===== config.mk =====
export PLATFORM = sky130hd
export DESIGN_NAME = lsb_stego_embedder_core
export DESIGN_NICKNAME = d
export VERILOG_FILES = /design/src/sv/lsbse_pkg.sv /design/src/sv/lsbse_in_reg.sv /design/src/sv/lsbse_embed.sv /design/src/sv/lsbse_out_reg.sv /design/src/sv/lsb_stego_embedder_core.sv
export SDC_FILE = /design/constraint.sdc
export NUM_CORES = 1
export LEC_CHECK = 0
export BUFFER_PORTS_ARGS = -buffer_cell sky130_fd_sc_hd__clkbuf_2
export CAP_MARGIN = 40
export CORE_MARGIN = 5
export CORE_UTILIZATION = 31
export CTS_CLUSTER_SIZE = 28
export DETAILED_ROUTE_END_ITERATION = 7
export PLACE_DENSITY = 0.57
export SLEW_MARGIN = 15
export SYNTH_ARGS = -nofsm -noshare
export SYNTH_HDL_FRONTEND = slang
export SYNTH_SLANG_ARGS = --single-unit

===== constraint.sdc =====
create_clock -name clk -period 2.7 [get_ports clk]
set_clock_uncertainty 0.15 [all_clocks]
set_input_delay 0.54 -clock clk [delete_from_list [all_inputs] [get_ports clk]]
set_output_delay 0.54 -clock clk [all_outputs]
set_load 0.02 [all_outputs]

===== src/sv/lsbse_pkg.sv =====
// ----------------------------------------------------------------------------
// lsbse_pkg
// shared types and constants for the lsb stego embedder
// ----------------------------------------------------------------------------
package lsbse_pkg;

  localparam int unsigned BYTE_W   = 8;
  localparam int unsigned BUF_W    = 16;
  localparam int unsigned CNT_W    = 5;
  localparam int unsigned BPB_W    = 4;

  // most pending bits that still leave room for one more message byte
  localparam logic [CNT_W-1:0] LOAD_LIMIT = CNT_W'(BUF_W - BYTE_W);
  localparam logic [BPB_W-1:0] BPB_RESET  = BPB_W'(1);
  localparam logic [BPB_W-1:0] BPB_MAX    = BPB_W'(BYTE_W);

  typedef enum logic [0:0] {
    OP_LOAD  = 1'b0,
    OP_COVER = 1'b1
  } op_t;

  typedef enum logic [1:0] {
    ST_LOADED   = 2'd0,
    ST_EMBEDDED = 2'd1,
    ST_PASSED   = 2'd2,
    ST_REFUSED  = 2'd3
  } status_t;

  typedef struct packed {
    logic              operation;
    logic [BYTE_W-1:0] message_byte;
    logic              message_last;
    logic [BYTE_W-1:0] cover_byte;
  } in_word_t;

  typedef struct packed {
    logic [BYTE_W-1:0] out_byte;
    logic [1:0]        status;
  } out_word_t;

  // handoff between the item register and the result register
  typedef struct packed {
    logic item_valid;
    logic advance;
  } link_t;

endpackage


===== src/sv/lsbse_in_reg.sv =====
// ----------------------------------------------------------------------------
// lsbse_in_reg
// input item register with stall back to the input channel
// ----------------------------------------------------------------------------
module lsbse_in_reg (
  input  logic               clk,
  input  logic               rst_n,
  input  logic               in_valid,
  output logic               in_stall,
  input  lsbse_pkg::in_word_t in_data,
  input  logic               advance,
  output lsbse_pkg::link_t   link,
  output lsbse_pkg::in_word_t item
);

  logic                valid_r;
  logic                valid_nxt;
  lsbse_pkg::in_word_t item_r;
  logic                take;

  assign in_stall = valid_r & ~advance;
  assign take     = in_valid & ~in_stall;

  always_comb begin
    valid_nxt = valid_r;
    if (take) begin
      valid_nxt = 1'b1;
    end else if (advance) begin
      valid_nxt = 1'b0;
    end
  end

  always_ff @(posedge clk) begin
    if (!rst_n) begin
      valid_r <= 1'b0;
    end else begin
      valid_r <= valid_nxt;
    end
  end

  always_ff @(posedge clk) begin
    if (take) begin
      item_r <= in_data;
    end
  end

  assign link.item_valid = valid_r;
  assign link.advance    = advance;
  assign item            = item_r;

endmodule


===== src/sv/lsbse_embed.sv =====
// ----------------------------------------------------------------------------
// lsbse_embed
// bit buffer state, bits-per-byte register and the embed logic
// ----------------------------------------------------------------------------
module lsbse_embed (
  input  logic                clk,
  input  logic                rst_n,
  input  logic                cfg_wr_en,
  input  logic [lsbse_pkg::BPB_W-1:0] cfg_wr_data,
  input  lsbse_pkg::link_t    link,
  input  lsbse_pkg::in_word_t item,
  output lsbse_pkg::out_word_t result
);

  logic [lsbse_pkg::BPB_W-1:0]  bpb_r;
  logic [lsbse_pkg::BUF_W-1:0]  buf_r, buf_nxt;
  logic [lsbse_pkg::CNT_W-1:0]  cnt_r, cnt_nxt;
  logic                         ended_r, ended_nxt;

  logic                         fire;
  logic [lsbse_pkg::BPB_W-1:0]  n;
  logic [lsbse_pkg::CNT_W-1:0]  n_ext;
  logic [lsbse_pkg::BYTE_W-1:0] nmask;
  logic [lsbse_pkg::CNT_W-1:0]  hi_sh;
  logic [lsbse_pkg::BPB_W-1:0]  lo_sh;
  logic [lsbse_pkg::BYTE_W-1:0] piece_hi;
  logic [lsbse_pkg::BYTE_W-1:0] piece_lo;
  logic [lsbse_pkg::BYTE_W-1:0] piece;
  logic [lsbse_pkg::BUF_W-1:0]  keep_mask;
  logic [lsbse_pkg::BUF_W-1:0]  live_mask;

  assign fire = link.item_valid & link.advance;

  // zero acts as one, anything above a byte acts as a full byte
  always_comb begin
    if (bpb_r == '0) begin
      n = lsbse_pkg::BPB_W'(1);
    end else if (bpb_r > lsbse_pkg::BPB_MAX) begin
      n = lsbse_pkg::BPB_MAX;
    end else begin
      n = bpb_r;
    end
  end

  assign n_ext    = lsbse_pkg::CNT_W'(n);
  assign nmask    = 8'hFF >> (lsbse_pkg::BPB_MAX - n);
  assign hi_sh    = cnt_r - n_ext;
  assign lo_sh    = n - cnt_r[lsbse_pkg::BPB_W-1:0];
  assign piece_hi = lsbse_pkg::BYTE_W'(buf_r >> hi_sh) & nmask;
  assign piece_lo = lsbse_pkg::BYTE_W'(buf_r << lo_sh) & nmask;
  // bits still pending after a full piece is taken
  assign keep_mask = ~({lsbse_pkg::BUF_W{1'b1}} << hi_sh);

  always_comb begin
    buf_nxt         = buf_r;
    cnt_nxt         = cnt_r;
    ended_nxt       = ended_r;
    piece           = '0;
    result.out_byte = '0;
    result.status   = lsbse_pkg::ST_LOADED;
    if (item.operation == lsbse_pkg::OP_LOAD) begin
      if (cnt_r > lsbse_pkg::LOAD_LIMIT) begin
        result.status = lsbse_pkg::ST_REFUSED;
      end else begin
        buf_nxt   = {buf_r[lsbse_pkg::BUF_W-lsbse_pkg::BYTE_W-1:0], item.message_byte};
        cnt_nxt   = cnt_r + lsbse_pkg::CNT_W'(lsbse_pkg::BYTE_W);
        ended_nxt = item.message_last;
      end
    end else begin
      priority if (cnt_r >= n_ext) begin
        piece   = piece_hi;
        cnt_nxt = hi_sh;
        buf_nxt = buf_r & keep_mask;
      end else if (cnt_r != '0 && ended_r) begin
        piece   = piece_lo;
        cnt_nxt = '0;
        buf_nxt = '0;
      end else begin
        result.out_byte = item.cover_byte;
        result.status   = lsbse_pkg::ST_PASSED;
      end
      if (result.status != lsbse_pkg::ST_PASSED) begin
        result.out_byte = (item.cover_byte & ~nmask) | piece;
        result.status   = lsbse_pkg::ST_EMBEDDED;
      end
    end
  end

  always_ff @(posedge clk) begin
    if (!rst_n) begin
      bpb_r   <= lsbse_pkg::BPB_RESET;
      buf_r   <= '0;
      cnt_r   <= '0;
      ended_r <= 1'b0;
    end else begin
      if (cfg_wr_en) begin
        bpb_r <= cfg_wr_data;
      end
      if (fire) begin
        buf_r   <= buf_nxt;
        cnt_r   <= cnt_nxt;
        ended_r <= ended_nxt;
      end
    end
  end

  // pending count never exceeds the buffer
  assign live_mask = ~({lsbse_pkg::BUF_W{1'b1}} << cnt_r);

  a_cnt_range: assert property (@(posedge clk) disable iff (!rst_n)
    cnt_r <= lsbse_pkg::CNT_W'(lsbse_pkg::BUF_W))
    else $error("bit count beyond buffer");

  // bits above the pending count stay clear
  a_buf_clean: assert property (@(posedge clk) disable iff (!rst_n)
    (buf_r & ~live_mask) == '0)
    else $error("stale bits above bit count");

  // a refused load leaves the buffer state alone
  a_refuse_hold: assert property (@(posedge clk) disable iff (!rst_n)
    (fire && item.operation == lsbse_pkg::OP_LOAD && cnt_r > lsbse_pkg::LOAD_LIMIT)
    |=> ($stable(cnt_r) && $stable(buf_r) && $stable(ended_r)))
    else $error("refused load changed state");

  // a pass-through consumes nothing
  a_pass_hold: assert property (@(posedge clk) disable iff (!rst_n)
    (fire && result.status == lsbse_pkg::ST_PASSED) |=> $stable(cnt_r))
    else $error("pass-through consumed bits");

endmodule


===== src/sv/lsbse_out_reg.sv =====
// ----------------------------------------------------------------------------
// lsbse_out_reg
// result register toward the output channel
// ----------------------------------------------------------------------------
module lsbse_out_reg (
  input  logic                 clk,
  input  logic                 rst_n,
  input  logic                 item_valid,
  input  lsbse_pkg::out_word_t result,
  output logic                 advance,
  output logic                 out_valid,
  input  logic                 out_stall,
  output lsbse_pkg::out_word_t out_data
);

  logic                 valid_r;
  logic                 valid_nxt;
  lsbse_pkg::out_word_t data_r;
  logic                 load;

  assign advance = ~valid_r | ~out_stall;
  assign load    = item_valid & advance;

  always_comb begin
    valid_nxt = valid_r;
    if (load) begin
      valid_nxt = 1'b1;
    end else if (!out_stall) begin
      valid_nxt = 1'b0;
    end
  end

  always_ff @(posedge clk) begin
    if (!rst_n) begin
      valid_r <= 1'b0;
    end else begin
      valid_r <= valid_nxt;
    end
  end

  always_ff @(posedge clk) begin
    if (load) begin
      data_r <= result;
    end
  end

  assign out_valid = valid_r;
  assign out_data  = data_r;

endmodule


===== src/sv/lsb_stego_embedder_core.sv =====
// ----------------------------------------------------------------------------
// lsb_stego_embedder_core
// hides message bits in the low bits of image color bytes
// ----------------------------------------------------------------------------
// Each input word either loads one message byte into a 16-bit bit buffer or
// presents one cover byte. A cover byte keeps its top 8-n bits and gets the
// next n message bits, msb first, in its low end (n from cfg_wr_data, 0 acts
// as 1 and values above 8 act as 8). After a byte flagged last, a final piece
// shorter than n is left-aligned with zero fill; with nothing to embed, cover
// bytes pass through. A load while more than 8 bits are pending is refused.
// Every input word gives exactly one result word. The block takes one word
// per clock while out_stall is low, moving it through an item register, then
// the embed logic feeding the result register. The buffer state is updated as
// the item moves into the result register, so back-to-back words see each
// other's effect with no bubble. A stalled result only blocks the input once
// the item register is also occupied. Write cfg only while the block is idle.
// ----------------------------------------------------------------------------
module lsb_stego_embedder_core (
  input  logic                          clk,
  input  logic                          rst_n,
  input  logic                          cfg_wr_en,
  input  logic [lsbse_pkg::BPB_W-1:0]   cfg_wr_data,
  input  logic                          in_valid,
  output logic                          in_stall,
  input  lsbse_pkg::in_word_t           in_data,
  output logic                          out_valid,
  input  logic                          out_stall,
  output lsbse_pkg::out_word_t          out_data
);

  // handoff from item register to result register
  lsbse_pkg::link_t     link;
  lsbse_pkg::in_word_t  item;
  lsbse_pkg::out_word_t result;
  logic                 advance;

  // item register, holds one word while the result side is stalled
  lsbse_in_reg u_in_reg (
    .clk      (clk),
    .rst_n    (rst_n),
    .in_valid (in_valid),
    .in_stall (in_stall),
    .in_data  (in_data),
    .advance  (advance),
    .link     (link),
    .item     (item)
  );

  // bit buffer and embed logic, state moves only when the word advances
  lsbse_embed u_embed (
    .clk         (clk),
    .rst_n       (rst_n),
    .cfg_wr_en   (cfg_wr_en),
    .cfg_wr_data (cfg_wr_data),
    .link        (link),
    .item        (item),
    .result      (result)
  );

  // result register toward the output channel
  lsbse_out_reg u_out_reg (
    .clk        (clk),
    .rst_n      (rst_n),
    .item_valid (link.item_valid),
    .result     (result),
    .advance    (advance),
    .out_valid  (out_valid),
    .out_stall  (out_stall),
    .out_data   (out_data)
  );

endmodule

[Word-level counts from Yosys, hierarchy flattened]
Index checks and enable logic that the tools add are counted.
Cells by class
  $add $sub $neg: 4
  multiply operators: 0
  div/mod/pow operators: 0
  order comparisons: 3
  equal/unequal tests: 4
  shift-type cells: 4
  muxes and demuxes: 23
  bitwise logic cells: 17
  reductions and logical operators: 6
Operators with widths (count)
  $mux 16: 4
  $mux 10: 4
  $and 8x8->8: 3
  $mux 8: 3
  $mux 5: 4
  $and 16x16->16: 1
  $not 16->16: 1
  $shl 16x4->8: 1
  $shl 16x5->16 const A: 1
  $shr 16x5->8: 1
  $mux 4: 2
  $not 8->8: 1
  $or 8x8->8: 1
  $shr 8x4->8 const A: 1
  $not 1->1: 6
  $reduce_and 3->1: 2
  $add 5x4->5 const B: 1
  $ge 5x4->1: 1
  $gt 5x4->1 const B: 1
  $reduce_bool 5->1: 1
  $sub 5x4->5: 1
  $gt 4x4->1 const B: 1
  $logic_not 4->1: 1
  $mux 1: 4
  10 further kinds: 14
Word-level totals
  flip-flop bits (word level): 56
  latch bits: 0
  bits in writable memories: 0
  bits in read-only memories: 0
  input bits: 27
  output and inout port bits: 12
  memories: 0

[Logic depth before layout (Yosys ltp)]
Gate-level depths: netlist (run 1).
  depth after elaboration: 12
  gate-level depth with buffers: 13
  depth with buffers taken out: 11

[Modules after synthesis]
From an unflattened synthesis (run 1), not the netlist that was laid out.
Unflattened totals
  cell total of the unflattened synthesis: 386
  area total of the unflattened synthesis: 3649.8 sq um
Modules (own cells, without submodules)
  lsbse_embed: instances 1, cells each 347, area each 2705.1 sq um, sequential area each 520.5 sq um
  lsbse_in_reg: instances 1, cells each 24, area each 603.1 sq um, sequential area each 560.5 sq um
  lsbse_out_reg: instances 1, cells each 15, area each 341.6 sq um, sequential area each 320.3 sq um

[Least setup slack after synthesis (run 1)]
No wires, ideal clock.
  path kind: register to register
  from: reg u_embed.bpb_r[2] (netlist name)
  to: reg u_out_reg.data_r, in the netlist u_out_reg.out_data[3], data pin
  library setup time: 0.259 ns
  arrival time: 2.536 ns
  data required time: 2.291 ns
  setup slack: -0.245 ns
  stages on the path, launching flop included: 12
  path through: dfxtp_1 -> nor2_1 -> nor2_1 -> nor2_1 -> ha_1 -> fa_1 -> clkbuf_1 -> buf_2 -> o21ai_0 -> mux4_2 -> nand3_1 -> nand3_1
Between the ends
  cells in the longest elaborated chain, start to end: 11
  elaborated cells on any way between the ends: 23
  those cells by class: add/sub: 3; order compare: 2; eq/ne: 1; shift: 3; mux: 8; bitwise: 5; reduce/logical: 1
Ends and longest elaborated chain
  start: declaration: RTL line lsbse_embed.sv:15  | logic [lsbse_pkg::BPB_W-1:0] bpb_r;
  start signal: assignment: RTL line lsbse_embed.sv:91  | bpb_r <= lsbse_pkg::BPB_RESET;
  start signal: assignment: RTL line lsbse_embed.sv:97  | bpb_r <= cfg_wr_data;
  $gt 4x4->1: RTL line lsbse_embed.sv:38  | end else if (bpb_r > lsbse_pkg::BPB_MAX) begin
  $mux 4: RTL line lsbse_embed.sv:38
  $mux 4 *: RTL line lsbse_embed.sv:36  | if (bpb_r == '0) begin
  $sub 4x4->4, on equally long branches: RTL line lsbse_embed.sv:48, lsbse_embed.sv:46
  $shl 16x4->8 or $shr 8x4->8 (tied branches): RTL line lsbse_embed.sv:50, lsbse_embed.sv:46
  $and 8x8->8: RTL line lsbse_embed.sv:50  | assign piece_lo = lsbse_pkg::BYTE_W'(buf_r << lo_sh) & nmask;
  $mux 8: RTL line lsbse_embed.sv:74  | end else if (cnt_r != '0 && ended_r) begin
  $mux 8: RTL line lsbse_embed.sv:70  | priority if (cnt_r >= n_ext) begin
  $mux 8: RTL line lsbse_embed.sv:61  | if (item.operation == lsbse_pkg::OP_LOAD) begin
  $or 8x8->8: RTL line lsbse_embed.sv:83  | result.out_byte = (item.cover_byte & ~nmask) | piece;
  $mux 10 *: RTL line lsbse_embed.sv:82  | if (result.status != lsbse_pkg::ST_PASSED) begin
  end signal: assignment: RTL line lsbse_out_reg.sv:43  | data_r <= result;
  end: declaration: RTL line lsbse_out_reg.sv:18  | lsbse_pkg::out_word_t data_r;
Mark *: on every way between the ends. The rest lies on a longest branch, timed or not. The select of a mux whose other input is x is not followed.
A chain may end at the register's enable or synchronous reset.

[Worst setup path after layout (run 1)]
  from: reg u_embed.bpb_r[1] (netlist name)
  to: reg u_out_reg.data_r, in the netlist u_out_reg.out_data[7], data pin
Same word-level chain as after synthesis.

==> impl_results.md, run 1 <==
- Status: complete, but fails checks
- Failing checks: negative setup slack
- Post-Route WL: 11200 µm
- Fin Hold WS: 0.263 ns
- # diodes: 0
- Worst EP required: 2.67 ns
- Crit-path cells: nor2_1 -> nor2_1 -> nor2_2 -> inv_1 -> ha_4 -> buf_12 -> nand4_1 -> and3_4 -> nand2_4 -> or3_4 -> or4b_1 -> o311ai_1
- Drt drc: 0
- CP max FO: 16
- Number of DRC markers in iteration 0: 171
- Via count: about 3300
- Critical Path AT: between 2 and 3 ns
- Mapped cell area: 3710 µm²
- Vias in the first global route: 3351
- Synth Flop Type: edfxtp_1
- Max stage delay on crit path: about 0.48 ns
- Overall routing resource usage: 15.5%
- HP Start: in_data[14]
- Max_cap viols: 0
- Clk buf depth: 2
- Core Region: between 10000 and 15000 µm²
- Area growth from synthesis to layout: 35.8%
- Mapped Nets: between 400 and 500
- Initial antenna violation count: 0
- Post-synthesis cell count: ~380
- Die W: approximately 120 µm
- Slew headroom: between 50% and 60%
- Pre-antenna DRT Iters: 4
- RSZ-0062 raised after global routing: yes
- WHS Endpoint: u_in_reg.item[14]$_DFFE_PP_
- Via-to-Cell Ratio: ~5.3
- Syn. warnings: 0
- Worst-Margin Slew: 0.612 ns
- Final period utilization: 102%
- Synth Register Bits: between 50 and 60
- Sink Count: 56
- Synth cell types: 63
- Die area: 14300 µm²
- Syn avg cell area: between 9 and 10 µm²
- First-pass GRT wire length: 17500 µm
- Die Y: ~120 µm
- FF-to-FF Start: u_embed.bpb_r[1]$_SDFFE_PN0P_
- Min-Delay Path Class: in -> reg
- Setup CP Type: reg -> reg
- Reg2reg setup slack: -0.06 ns
- Slowest-stage cell, CP: or4b_1
- Worst Reg2Reg Path Length in Cells: 12
- PortBufs: 38
- Async SR Flop Fraction: 0%
- Root Buffer: clkbuf_16
- Final min period: approximately 2.8 ns
- Placer Congestion: approximately 0.9
- PnR worst setup slack: -0.0613 ns
- CP delay by family, top: simple AND/OR/NAND/NOR gates
- Initial Util: around 31%
- Cts bufs inserted: 5
- Buf/Inv on CP: 2
- Kind of start point of the critical path: flop
- Fin area: 5040 µm²
- Seq/Total Area, Yosys: between 30% and 40%
- Pwr dens: about 590 nW/µm²
- Final Util: 42.5%
- DP Worst Slack: -0.143 ns
- Post-placement cell count: around 620
- Endpoints failing setup: 5
- Post-DP HPWL: 8360 µm
- Crit path capture type: flop
- Leak: 2.00 nW
- Largest net degree at the start of global routing: 27
- Pwr Total: ~3 mW
- Slew Viols, Final: 0
- CTS tree: yes
- Worst-skew pair later-pin latency: approximately 0.30 ns
- Final hold violations: 0
- H-tree level count: 2
- Row count: 40
- Hold-critical path depth: 1
- IO Pins: 39
- Placed Area: 4580 µm²
- Worst vdd ir: 0.241 mV
- Layout Nets: about 530
- CP dominant cell by count: nor2_1
- Reg2reg end: u_out_reg.out_data[7]$_SDFFCE_PN0P_
- Fin cells: between 600 and 700
- Share of cells above drive strength 1: between 30% and 40%
- Post-synth EDFFs: 28
- FMAX: approximately 360 MHz
- Routed Antenna Nets: 0
- Post-route setup TNS: -0.190 ns
- Clock transition at path regs: approximately 0.070 ns
- Total grt overflow: 0
- DR WL/cell: 17.6 µm
-- layout by cell type (no fill, tap or decap), types with 9 or more instances in the layout --
cell type | synthesis | final
nand2_1 | 44 | 44
ha_1 | 12 | 9
mux2i_1 | 23 | 20
dfxtp_1 | 28 | 26
mux4_2 | 9 | 9
o21ai_0 | 23 | 17
buf_4 | 2 | 74
nor2_1 | 25 | 23
nand3_1 | 16 | 14
edfxtp_1 | 28 | 28
clkbuf_2 | 0 | 38
a21oi_1 | 15 | 12
inv_1 | 15 | 15
-- how the worst max path moves through the flow --
stage	startpoint	cells past startpoint	to
5_1_grt	u_embed.bpb_r[2]$_SDFFE_PN0P_	10	u_out_reg.out_data[5]$_SDFFCE_PN0P_
4_1_cts	u_embed.bpb_r[2]$_SDFFE_PN0P_	10	u_out_reg.out_data[5]$_SDFFCE_PN0P_
3_5_place_dp	u_embed.bpb_r[1]$_SDFFE_PN0P_	10	u_out_reg.out_data[5]$_SDFFCE_PN0P_
2_1_floorplan	u_embed.bpb_r[2]$_SDFFE_PN0P_	10	u_out_reg.out_data[5]$_SDFFCE_PN0P_
3_3_place_gp	u_embed.bpb_r[1]$_SDFFE_PN0P_	10	u_out_reg.out_data[5]$_SDFFCE_PN0P_
6_report	u_embed.bpb_r[1]$_SDFFE_PN0P_	12	u_out_reg.out_data[7]$_SDFFCE_PN0P_
-- logic make-up (layout without fill, tap and decap cells) --
logic type,Yosys count,count (layout),share of synthesized area (%)
AND/OR/NAND/NOR,129,129,17.1
AO/OA/AOI/OAI,95,95,17.5
flip-flops,56,56,37.8
multiplexers,43,43,15.0
buffers and inverters,39,144,4.59
adder cells (fa/ha/maj),14,14,5.13
XOR/XNOR,7,7,2.87
-- layer usage --
layer  share of wire [%]  up-vias  global-route usage, %
met5                   0        -                      0
met4                 2.3        0                   5.30
met3                 5.1       21                   3.75
met2                  48       91                   25.5
met1                  44     1603                   19.8
li1                    -     1625                      -
-- power by group --
part	switching [mW]	total (mW)	internal, mW
registers	0.0302	0.971	0.941
logic	0.639	1.24	0.600
clock network	0.311	0.748	0.437
-- final cells by class --
class                           instances  area [µm²]
Clock buffer                            5         125
Clock inverter                          3        42.5
Fill cell                            1122        6830
Inverter                               15        56.3
Multi-Input combinational cell        288        2350
Sequential cell                        56        1400
Tap cell                              147         184
Timing Repair Buffer                  121         873
-- synthesized netlist by cell type (6+ instances only) --
cell type / n / area (µm²)
mux2_2: 11 / 124
nor2b_1: 8 / 50.1
edfxtp_1: 28 / 841
mux2i_1: 23 / 230
buf_2: 7 / 35.0
a21boi_0: 10 / 75.1
nor2_1: 25 / 93.8
inv_1: 15 / 56.3
a21oi_1: 15 / 75.1
ha_1: 12 / 150
dfxtp_1: 28 / 561
a31oi_1: 8 / 50.1
o21ai_0: 23 / 115
nand3_1: 16 / 80.1
clkbuf_1: 14 / 52.6
nor3_1: 6 / 30.0
mux4_2: 9 / 203
nand2_1: 44 / 165
-- what timing repair did --
action                                  in CTS  in global routing
setup buffers                                5                  3
cloned                                       0                  1
endpoints found under the setup margin      14                 26
hold buffers                                 0                  0
pin swaps                                    6                  3
gates resized for setup                     22                 36
-- worst reg2reg max path, delay by kind of cell, from the launching register on --
kind,cells,cell delay [ns]
AOI/OAI and AO/OA,1,0.10
adders and majority gates,1,0.23
and+or+nand+nor,8,1.54
buffers and inverters,2,0.25
DFF,1,0.32
-- sequential cells by signal (all words and copies together), names as in the netlist --
signal	cells
u_in_reg.item	18
u_embed.buf_r	16
u_out_reg.out_data	10
u_embed.cnt_r	5
u_embed.bpb_r	4
u_embed.ended_r	1
u_in_reg.valid_r	1
u_out_reg.out_valid	1
Note: power is estimated with default switching activity, not from simulation.
==> inputs of run 2 (changes only) <==
--- a/config.mk
+++ b/config.mk
@@ -5,12 +5,14 @@
 export SDC_FILE = /design/constraint.sdc
 export NUM_CORES = 1
 export LEC_CHECK = 0
-export BUFFER_PORTS_ARGS = -buffer_cell sky130_fd_sc_hd__clkbuf_2
+export ABC_AREA = 1
+export BUFFER_PORTS_ARGS = -buffer_cell sky130_fd_sc_hd__buf_2
 export CAP_MARGIN = 40
 export CORE_MARGIN = 5
 export CORE_UTILIZATION = 31
 export CTS_CLUSTER_SIZE = 28
 export DETAILED_ROUTE_END_ITERATION = 7
+export GPL_TIMING_DRIVEN = 0
 export PLACE_DENSITY = 0.57
 export SLEW_MARGIN = 15
 export SYNTH_ARGS = -nofsm -noshare
==> run 2 against run 1 <==
  * The flow still finishes with violations (negative setup slack)
  * Count of clock-buffer cells in the layout increased by 2
  * Die area decreased by 0.86%
  * Worst setup slack better by 0.042 ns
  * Synthesized area is 0.94% lower
  * Sequential share of layout area rose by 1.5 points
  * Final cell count increased by 17%
  * First-iteration DRC count up 53%
  * Clock power fell by 3.2%
  * Global-route usage is 1.1 points higher
  * Critical path type unchanged
==> impl_results.md, run 2 <==
- Status: complete, but fails checks (unchanged)
- Failing checks: negative setup slack (unchanged)
- Post-synthesis cell count: 528 (was 383)
- Placer Congestion: 0.916 (was 0.893)
- Worst-Margin Slew: 0.730 ns (was 0.612 ns)
- Syn. warnings: 0 (unchanged)
- Area of the multi-input gates: 2310 µm² (was 2350 µm²)
- Post-synth EDFFs: 28 (unchanged)
- Worst Setup EP: u_out_reg.out_data[7]$_SDFFCE_PN0P_ (unchanged)
- Clock transition at path regs: 0.08 ns (was 0.07 ns)
- Core Region: 11500 µm² (was 11900 µm²)
- Pwr dens: 655 nW/µm² (was 587 nW/µm²)
- Drt drc: 0 (unchanged)
- RSZ-0062 raised after global routing: yes (unchanged)
- Worst Reg2Reg Path Length in Cells: 18 (was 12)
- Hold-critical path depth: 1 (unchanged)
- Overall routing resource usage: 16.6% (was 15.5%)
- Worst-skew pair later-pin latency: 0.30 ns (about the same)
- Min-Delay Path Class: in -> reg (unchanged)
- CTS tree: yes (unchanged)
- Pre-antenna DRT Iters: 4 (unchanged)
- Leak: 2.03 nW (was 2.00 nW)
- Routed met2 length: 5440 µm (was 5370 µm)
- Most frequent cell after synthesis: nand2_1 (unchanged)
- Final hold violations: 0 (unchanged)
- Total grt overflow: 0 (unchanged)
- Leading post-synthesis cells by cell area: edfxtp_1 23%, nand2_1 17%, dfxtp_1 15% (was edfxtp_1 23%, dfxtp_1 15%, mux2i_1 6.2%)
- Crit path capture type: flop (unchanged)
- Final Util: 41.6% (was 42.5%)
- Register area: 1410 µm² (was 1400 µm²)
- WL met3: 591 µm (was 571 µm)
- First-pass GRT wire length: 18900 µm (was 17500 µm)
- H-tree level count: 2 (unchanged)
- Slew Viols, Final: 0 (unchanged)
- Slew headroom: 51.3% (was 59.0%)
- Endpoints failing setup: 4 (was 5)
- Final period utilization: 101% (was 102%)
- Seq/Total Area, Yosys: 38.1% (was 37.8%)
- Fin cells: 741 (was 635)
- Syn avg cell area: 6.96 µm² (was 9.68 µm²)
- Synth cell types: 34 (was 63)
- Synth Flop Type: edfxtp_1 (unchanged)
- Kind of start point of the critical path: flop (unchanged)
- Die W: 119 µm (about the same)
- Post-synth top area cell: edfxtp_1 (unchanged)
- Root Buffer: clkbuf_16 (unchanged)
- Final min period: 2.72 ns (was 2.76 ns)
- Post-placement cell count: 710 (was 619)
- Row count: 39 (was 40)
- Reg2reg setup slack: -0.02 ns (was -0.06 ns)
- Setup CP Type: reg -> reg (unchanged)
- FF-to-FF Start: u_embed.bpb_r[2]$_SDFFE_PN0P_ (was u_embed.bpb_r[1]$_SDFFE_PN0P_)
- Via-to-Cell Ratio: 5.16 (was 5.26)
- Via count: 3821 (was 3340)
- Fillers: 1202 (was 1122)
- Async SR Flop Fraction: 0% (unchanged)
- Critical Path AT: 2.60 ns (was 2.73 ns)
- Share of cells above drive strength 1: 29.1% (was 39.8%)
- Number of DRC markers in iteration 0: 261 (was 171)
- Post-Route WL: 11700 µm (was 11200 µm)
- Top post-synthesis cells by count: 164 x nand2_1, 73 x nand3_1, 45 x a21oi_1, 40 x inv_1 (was 44 x nand2_1, 28 x dfxtp_1, 28 x edfxtp_1, 25 x nor2_1)
- Clk buf depth: 2 (unchanged)
- Die Y: 119 µm (about the same)
- Die area: 14100 µm² (was 14300 µm²)
- Routed Antenna Nets: 0 (unchanged)
- Worst EP required: 2.58 ns (was 2.67 ns)
- Commonest non-fill, non-tap cell in the layout: nand2_1 (was buf_4)
- Post-DP HPWL: 8640 µm (was 8360 µm)
- PortBufs: 38 (unchanged)
- DR WL/cell: 15.8 µm (was 17.6 µm)
- Initial Util: 31.9% (was 31.3%)
- Reg2reg end: u_out_reg.out_data[7]$_SDFFCE_PN0P_ (unchanged)
- Area growth from synthesis to layout: 30.5% (was 35.8%)
- Max reg flops: 18 (unchanged)
- FMAX: 368 MHz (was 362 MHz)
- Largest net degree at the start of global routing: 19 (was 27)
- # diodes: 0 (unchanged)
- Sink Count: 56 (unchanged)
- Top cell type's share of synthesized area: 22.9% (was 22.7%)
- M1 WL: 5480 µm (was 4950 µm)
- Initial antenna violation count: 0 (unchanged)
- Worst vdd ir: 0.317 mV (was 0.241 mV)
- Layout Nets: 638 (was 528)
- Mapped cell area: 3670 µm² (was 3710 µm²)
- PnR worst setup slack: -0.0192 ns (was -0.0613 ns)
- Most frequent cells in the layout: 150 x nand2_1, 53 x nand3_1, 41 x buf_2 (was 74 x buf_4, 44 x nand2_1, 38 x clkbuf_2)
- CP max FO: 6 (was 16)
- IO Pins: 39 (unchanged)
- Crit path from: u_embed.bpb_r[2]$_SDFFE_PN0P_ (was u_embed.bpb_r[1]$_SDFFE_PN0P_)
- Mapped Nets: 569 (was 424)
- Cts bufs inserted: 5 (unchanged)
- Synth Register Bits: 56 (unchanged)
- Max_cap viols: 0 (unchanged)
- Vias in the first global route: 3677 (was 3351)
- Highest metal used: met4 (unchanged)
-- run 2: changes by cell type in the layout (fill, tap and decap cells not counted), moves of 11 or more --
cell / before / now
o21ai_1: 6 / 20
a21oi_1: 12 / 39
nand3_2: 1 / 21
mux2i_1: 20 / 0
nand2_1: 44 / 150
inv_1: 15 / 32
nand3_1: 14 / 53
inv_2: 0 / 11
buf_2: 0 / 41
buf_4: 74 / 21
clkbuf_2: 38 / 0
-- run 2: worst max-delay path, stage by stage, from the launching register on --
cell and delay, ns:
dfxtp_2 0.34, inv_2 0.04, nand3_2 0.08, nand2_2 0.06
nand2_4 0.08, inv_4 0.04, ha_4 0.15, fa_1 0.54
buf_6 0.16, buf_6 0.14, nand3_2 0.09, nand2_1 0.08
nand2_1 0.05, nand2_1 0.06, nand2_1 0.07, nand3_2 0.09
o21ai_1 0.07, nand2_1 0.08, a21oi_2 0.06
-- run 2: final cells by class --
cell class,instances,share of cell area [%]
Sequential cell,56,29.3
Clock inverter,1,0.183
Inverter,46,3.99
Clock buffer,7,3.21
Timing Repair Buffer,64,8.51
Tap cell,143,3.73
Buffer,17,2.82
Multi-Input combinational cell,407,48.2
-- run 2: layer usage --
layer / GRT usage (%) / vias up
met1: 23.4 / 1786
met3: 2.61 / 16
met5: 0 / -
met2: 26.4 / 115
li1: - / 1904
met4: 4.85 / 0
-- run 2: logic make-up (layout without fill, tap and decap cells) --
family / count (synthesis) / after routing / synth area share, %
DFF: 56 / 56 / 38.1
AOI/OAI and AO/OA: 97 / 97 / 13.9
buffers and inverters: 65 / 135 / 7.29
and+or+nand+nor: 295 / 295 / 35.3
xor gates and xnor gates: 1 / 1 / 0.238
adders and majority gates: 14 / 14 / 5.18
-- run 2: worst min path at each step --
stage | startpoint | endpoint
6_report | in_data[17] | u_in_reg.item[17]$_DFFE_PP_
2_1_floorplan | u_embed.buf_r[11]$_SDFFE_PN0P_ | u_embed.buf_r[11]$_SDFFE_PN0P_
5_1_grt | in_data[9] | u_in_reg.item[9]$_DFFE_PP_
4_1_cts | in_data[17] | u_in_reg.item[17]$_DFFE_PP_
3_3_place_gp | u_in_reg.valid_r$_SDFFE_PN0P_ | u_out_reg.out_valid$_SDFFE_PN0P_
3_5_place_dp | u_embed.bpb_r[1]$_SDFFE_PN0P_ | u_embed.bpb_r[1]$_SDFFE_PN0P_
-- run 2: report_power, final --
part	switching [mW]	total (mW)	internal, mW
logic	0.905	1.44	0.535
registers	0.0290	0.975	0.946
clock network	0.318	0.724	0.405
-- run 2: what timing repair did --
action	CTS	global route
gates resized for setup	64	64
hold buffers	0	0
buffers inserted	17	7
hold endpoints to repair	0	0
setup endpoints to repair	30	30
pin swaps	18	23
cloned	0	1
-- run 2: through the flow --
step | worst slack [ns] | cell area [µm²] | TNS (ns) | power, mW | hold WS (ns)
floorplan | -0.0108 | 3680 | -0.0108 | 1.76 | 0.302
global placement | -0.566 | 4050 | -9.89 | 2.07 | 0.323
detailed placement | -0.494 | 4060 | -6.77 | 2.06 | 0.330
CTS | -0.0794 | 4540 | -0.355 | 2.99 | 0.251
global route | -0.177 | 4790 | -1.52 | 3.34 | 0.250
finish | -0.0192 | 4790 | -0.0602 | 3.14 | 0.258
==> inputs of run 3 (changes only) <==
--- a/config.mk
+++ b/config.mk
@@ -17,4 +17,5 @@
 export SLEW_MARGIN = 15
 export SYNTH_ARGS = -nofsm -noshare
 export SYNTH_HDL_FRONTEND = slang
+export SYNTH_HIERARCHICAL = 1
 export SYNTH_SLANG_ARGS = --single-unit
==> run 3 against run 2 <==
  * The run now ends clean
  * Wire length shrank 2.0%
  * Non-clock buffer count shrank 9
  * Global-route usage shrank 1.2 points
  * Via count grew 0.26%
  * Core utilization shrank 2.1 points
  * Die area grew 3.1%
  * Count of clock-buffer cells in the layout shrank 2
  * Clock power shrank 4.0%
==> impl_results.md, run 3 <==
- Post-Route WL: 11500 µm (was 11700 µm)
- Worst vdd ir: 0.279 mV (was 0.317 mV)
- Post-synth top area cell: edfxtp_1 (unchanged)
- Fin cells: 737 (was 741)
- Total grt overflow: 0 (unchanged)
- Layout Nets: 630 (was 638)
- Pwr Total: 3.21 mW (was 3.14 mW)
- Post-route setup TNS: 0 ns (was -0.0602 ns)
- Post-placement cell count: 717 (was 710)
- Drt drc: 0 (unchanged)
- Crit path from: u_embed/bpb_r[0]$_SDFFE_PN1P_ (was u_embed.bpb_r[2]$_SDFFE_PN0P_)
- Final hold violations: 0 (unchanged)
- Top post-synthesis cells by count: 150 x nand2_1, 84 x nand3_1, 50 x inv_1, 43 x o21ai_0, 42 x a21oi_1 (was 164 x nand2_1, 73 x nand3_1, 45 x a21oi_1, 40 x inv_1)
- Max reg flops: 18 (unchanged)
- Most frequent cell after synthesis: nand2_1 (unchanged)
- Overall routing resource usage: 15.4% (was 16.6%)
- Final period utilization: 99.1% (was 101%)
- CP dominant cell by count: nand2_2 (was nand2_1)
- Syn. warnings: 6 (was 0)
- CP max FO: 7 (was 6)
- Worst Reg2Reg Path Length in Cells: 12 (was 18)
- Leak: 2.04 nW (was 2.03 nW)
- FMAX: 374 MHz (was 368 MHz)
- Initial antenna violation count: 0 (unchanged)
- Reg2reg end: u_out_reg/out_data[7]$_DFFE_PP_ (was u_out_reg.out_data[7]$_SDFFCE_PN0P_)
- Worst-Margin Slew: 0.544 ns (was 0.730 ns)
- Critical Path AT: 2.57 ns (was 2.60 ns)
- Placed Area: 4190 µm² (was 4060 µm²)
- Clock transition at path regs: 0.08 ns (about the same)
- Initial Util: 31.6% (was 31.9%)
- Fin Hold WS: 0.263 ns (was 0.258 ns)
- Min-Delay Path Class: in -> reg (unchanged)
- Post-DP HPWL: 8480 µm (was 8640 µm)
- Slew headroom: 63.8% (was 51.3%)
- Crit-path cells: nor2_2 -> nand2_2 -> a21oi_4 -> ha_4 -> fa_2 -> buf_8 -> o21ai_0 -> o21ai_1 -> nand3_2 -> nand2_1 -> nand2_2 -> a21oi_2 (was inv_2 -> nand3_2 -> nand2_2 -> nand2_4 -> inv_4 -> ha_4 -> fa_1 -> buf_6 -> buf_6 -> nand3_2 -> nand2_1 -> nand2_1 -> nand2_1 -> nand2_1 -> nand3_2 -> o21ai_1 -> nand2_1 -> a21oi_2)
- Largest net degree at the start of global routing: 21 (was 19)
- Worst-skew pair later-pin latency: 0.30 ns (about the same)
- Async SR Flop Fraction: 0% (unchanged)
- Leading post-synthesis cells by cell area: edfxtp_1 22%, nand2_1 15%, dfxtp_1 15% (was edfxtp_1 23%, nand2_1 17%, dfxtp_1 15%)
- Area growth from synthesis to layout: 24.9% (was 30.5%)
- Via-to-Cell Ratio: 5.20 (was 5.16)
- Area of the multi-input gates: 2320 µm² (was 2310 µm²)
- Commonest non-fill, non-tap cell in the layout: nand2_1 (unchanged)
- IO Pins: 39 (unchanged)
- Row count: 40 (was 39)
- Synth Flop Type: edfxtp_1 (unchanged)
- Endpoints failing setup: 0 (was 4)
- Kind of start point of the critical path: flop (unchanged)
- Max_cap viols: 0 (unchanged)
- Mapped Nets: 571 (was 569)
- Root Buffer: clkbuf_16 (unchanged)
- Final min period: 2.68 ns (was 2.72 ns)
- Fin area: 4740 µm² (was 4790 µm²)
- CTS tree: yes (unchanged)
- PortBufs: 38 (unchanged)
- H-tree level count: 2 (unchanged)
- Syn avg cell area: 7.16 µm² (was 6.96 µm²)
- Share of cells above drive strength 1: 28.6% (was 29.1%)
- First-pass GRT wire length: 18100 µm (was 18900 µm)
- Reg2reg setup slack: 0.02 ns (was -0.02 ns)
- Die W: 121 µm (was 119 µm)
- Setup CP Type: reg -> reg (unchanged)
- Sink Count: 56 (unchanged)
- Fillers: 1248 (was 1202)
- Worst EP required: 2.60 ns (was 2.58 ns)
- Top cell type's share of synthesized area: 22.1% (was 22.9%)
- Buf/Inv on CP: 1 (was 4)
- Synth cell types: 37 (was 34)
- Most frequent cells in the layout: 135 x nand2_1, 62 x nand3_1, 44 x inv_1 (was 150 x nand2_1, 53 x nand3_1, 41 x buf_2)
- Cts bufs inserted: 5 (unchanged)
- Pwr dens: 676 nW/µm² (was 655 nW/µm²)
- RSZ-0062 raised after global routing: yes (unchanged)
- Pre-antenna DRT Iters: 5 (was 4)
- Crit path capture type: flop (unchanged)
- Clk buf depth: 2 (unchanged)
- Seq/Total Area, Yosys: 36.9% (was 38.1%)
- HP Start: in_data[14] (was in_data[17])
- Register area: 1410 µm² (unchanged)
- Post-synth EDFFs: 28 (unchanged)
- DR WL/cell: 15.6 µm (was 15.8 µm)
- Max stage delay on crit path: 0.55 ns (was 0.54 ns)
- Number of DRC markers in iteration 0: 316 (was 261)
- # diodes: 0 (unchanged)
- Die area: 14600 µm² (was 14100 µm²)
- WHS Endpoint: u_in_reg/item[14]$_DFFE_PP_ (was u_in_reg.item[17]$_DFFE_PP_)
- Slew Viols, Final: 0 (unchanged)
- Post-synthesis cell count: 530 (was 528)
- Synth Register Bits: 56 (unchanged)
- Core Region: 12000 µm² (was 11500 µm²)
- Via count: 3831 (was 3821)
- Routed Antenna Nets: 0 (unchanged)
- Die Y: 121 µm (was 119 µm)
- FF-to-FF Start: u_embed/bpb_r[0]$_SDFFE_PN1P_ (was u_embed.bpb_r[2]$_SDFFE_PN0P_)
- Mapped cell area: 3800 µm² (was 3670 µm²)
- Status: complete, no violations (was complete, but fails checks)
- Hold-critical path depth: 1 (unchanged)
- Vias in the first global route: 3603 (was 3677)
- Placer Congestion: 0.886 (was 0.916)
- Slowest-stage cell, CP: fa_2 (was fa_1)
- CP delay by family, top: adder cells (was simple AND/OR/NAND/NOR gates)
run 3: cell types whose count changed in the layout (fill, tap and decap cells not counted), sizes merged, moves of 5 or more:
cell    previous run  this run
nand4              9         4
nand3             74        87
nand2            168       159
nor2              38        30
inv               45        55
clkbuf            15         8
run 3: worst max path at each step:
stage / endpoint / slack [ns] / cells after the start
2_1_floorplan: u_out_reg/out_data[8]$_DFFE_PP_ / 0.11 / 13
5_1_grt: u_out_reg/out_data[3]$_DFFE_PP_ / -0.08 / 14
6_report: u_out_reg/out_data[7]$_DFFE_PP_ / 0.02 / 12
3_5_place_dp: u_out_reg/out_data[6]$_DFFE_PP_ / -0.51 / 14
4_1_cts: u_out_reg/out_data[8]$_DFFE_PP_ / 0.002 / 13
3_3_place_gp: u_out_reg/out_data[6]$_DFFE_PP_ / -0.51 / 14
run 3: report_power, final:
part	internal [mW]	leakage, nW	switching (mW)
clock network	0.359	0.0767	0.336
registers	0.950	0.500	0.0278
logic	0.547	1.46	0.987
run 3: cell type report:
cell class / count / share of cell area [%]
plain buffers: 19 / 3.19
clock buffers: 5 / 2.64
clock inverters: 3 / 0.607
inverters: 54 / 4.40
multi-input cells: 400 / 49.0
flip-flops and latches: 56 / 29.6
well taps: 147 / 3.88
repair buffers: 53 / 6.65
run 3: through the flow:
stage / worst slack [ns] / util, %
after detailed placement: -0.510 / 34.9
after global placement: -0.507 / 34.7
final: 0.0248 / 39.5
after global routing: -0.0789 / 39.5
after CTS: 0.00238 / 37.5
after floorplan: 0.113 / -
run 3: what timing repair did:
item                       in CTS  in global routing
pin swaps                       9                 16
setup endpoints to repair      30                 28
hold endpoints to repair        0                  0
buffers inserted                9                  2
hold buffers                    0                  0
gates cloned                    1                  1
gates resized for setup        31                 64
run 3: worst reg2reg max path, stage by stage, from the launching register on:
cell     delay (ns)
dfxtp_2        0.33
nor2_2         0.11
nand2_2        0.07
a21oi_4        0.25
ha_4           0.19
fa_2           0.55
buf_8          0.19
o21ai_0        0.18
o21ai_1        0.10
nand3_2        0.10
nand2_1        0.07
nand2_2        0.09
a21oi_2        0.05
run 3: layer usage:
layer	wire [µm]	share of wire, %	track usage, %	vias to the layer above
met5	0	0	0	-
met4	211	1.8	5.24	0
met3	691	6.0	2.20	18
met2	5340	46	24.4	131
met1	5260	46	21.3	1791
li1	-	-	-	1891
run 3: kinds of logic (layout without fill, tap and decap cells):
kind of cell	Yosys count	after routing	share of synthesized area (%)
adder cells (fa/ha/maj)	14	14	5.01
buffers and inverters	74	134	8.90
flip-flops	56	56	36.9
AND/OR/NAND/NOR	287	287	34.2
XOR/XNOR	2	2	1.15
AO/OA/AOI/OAI	97	97	13.9
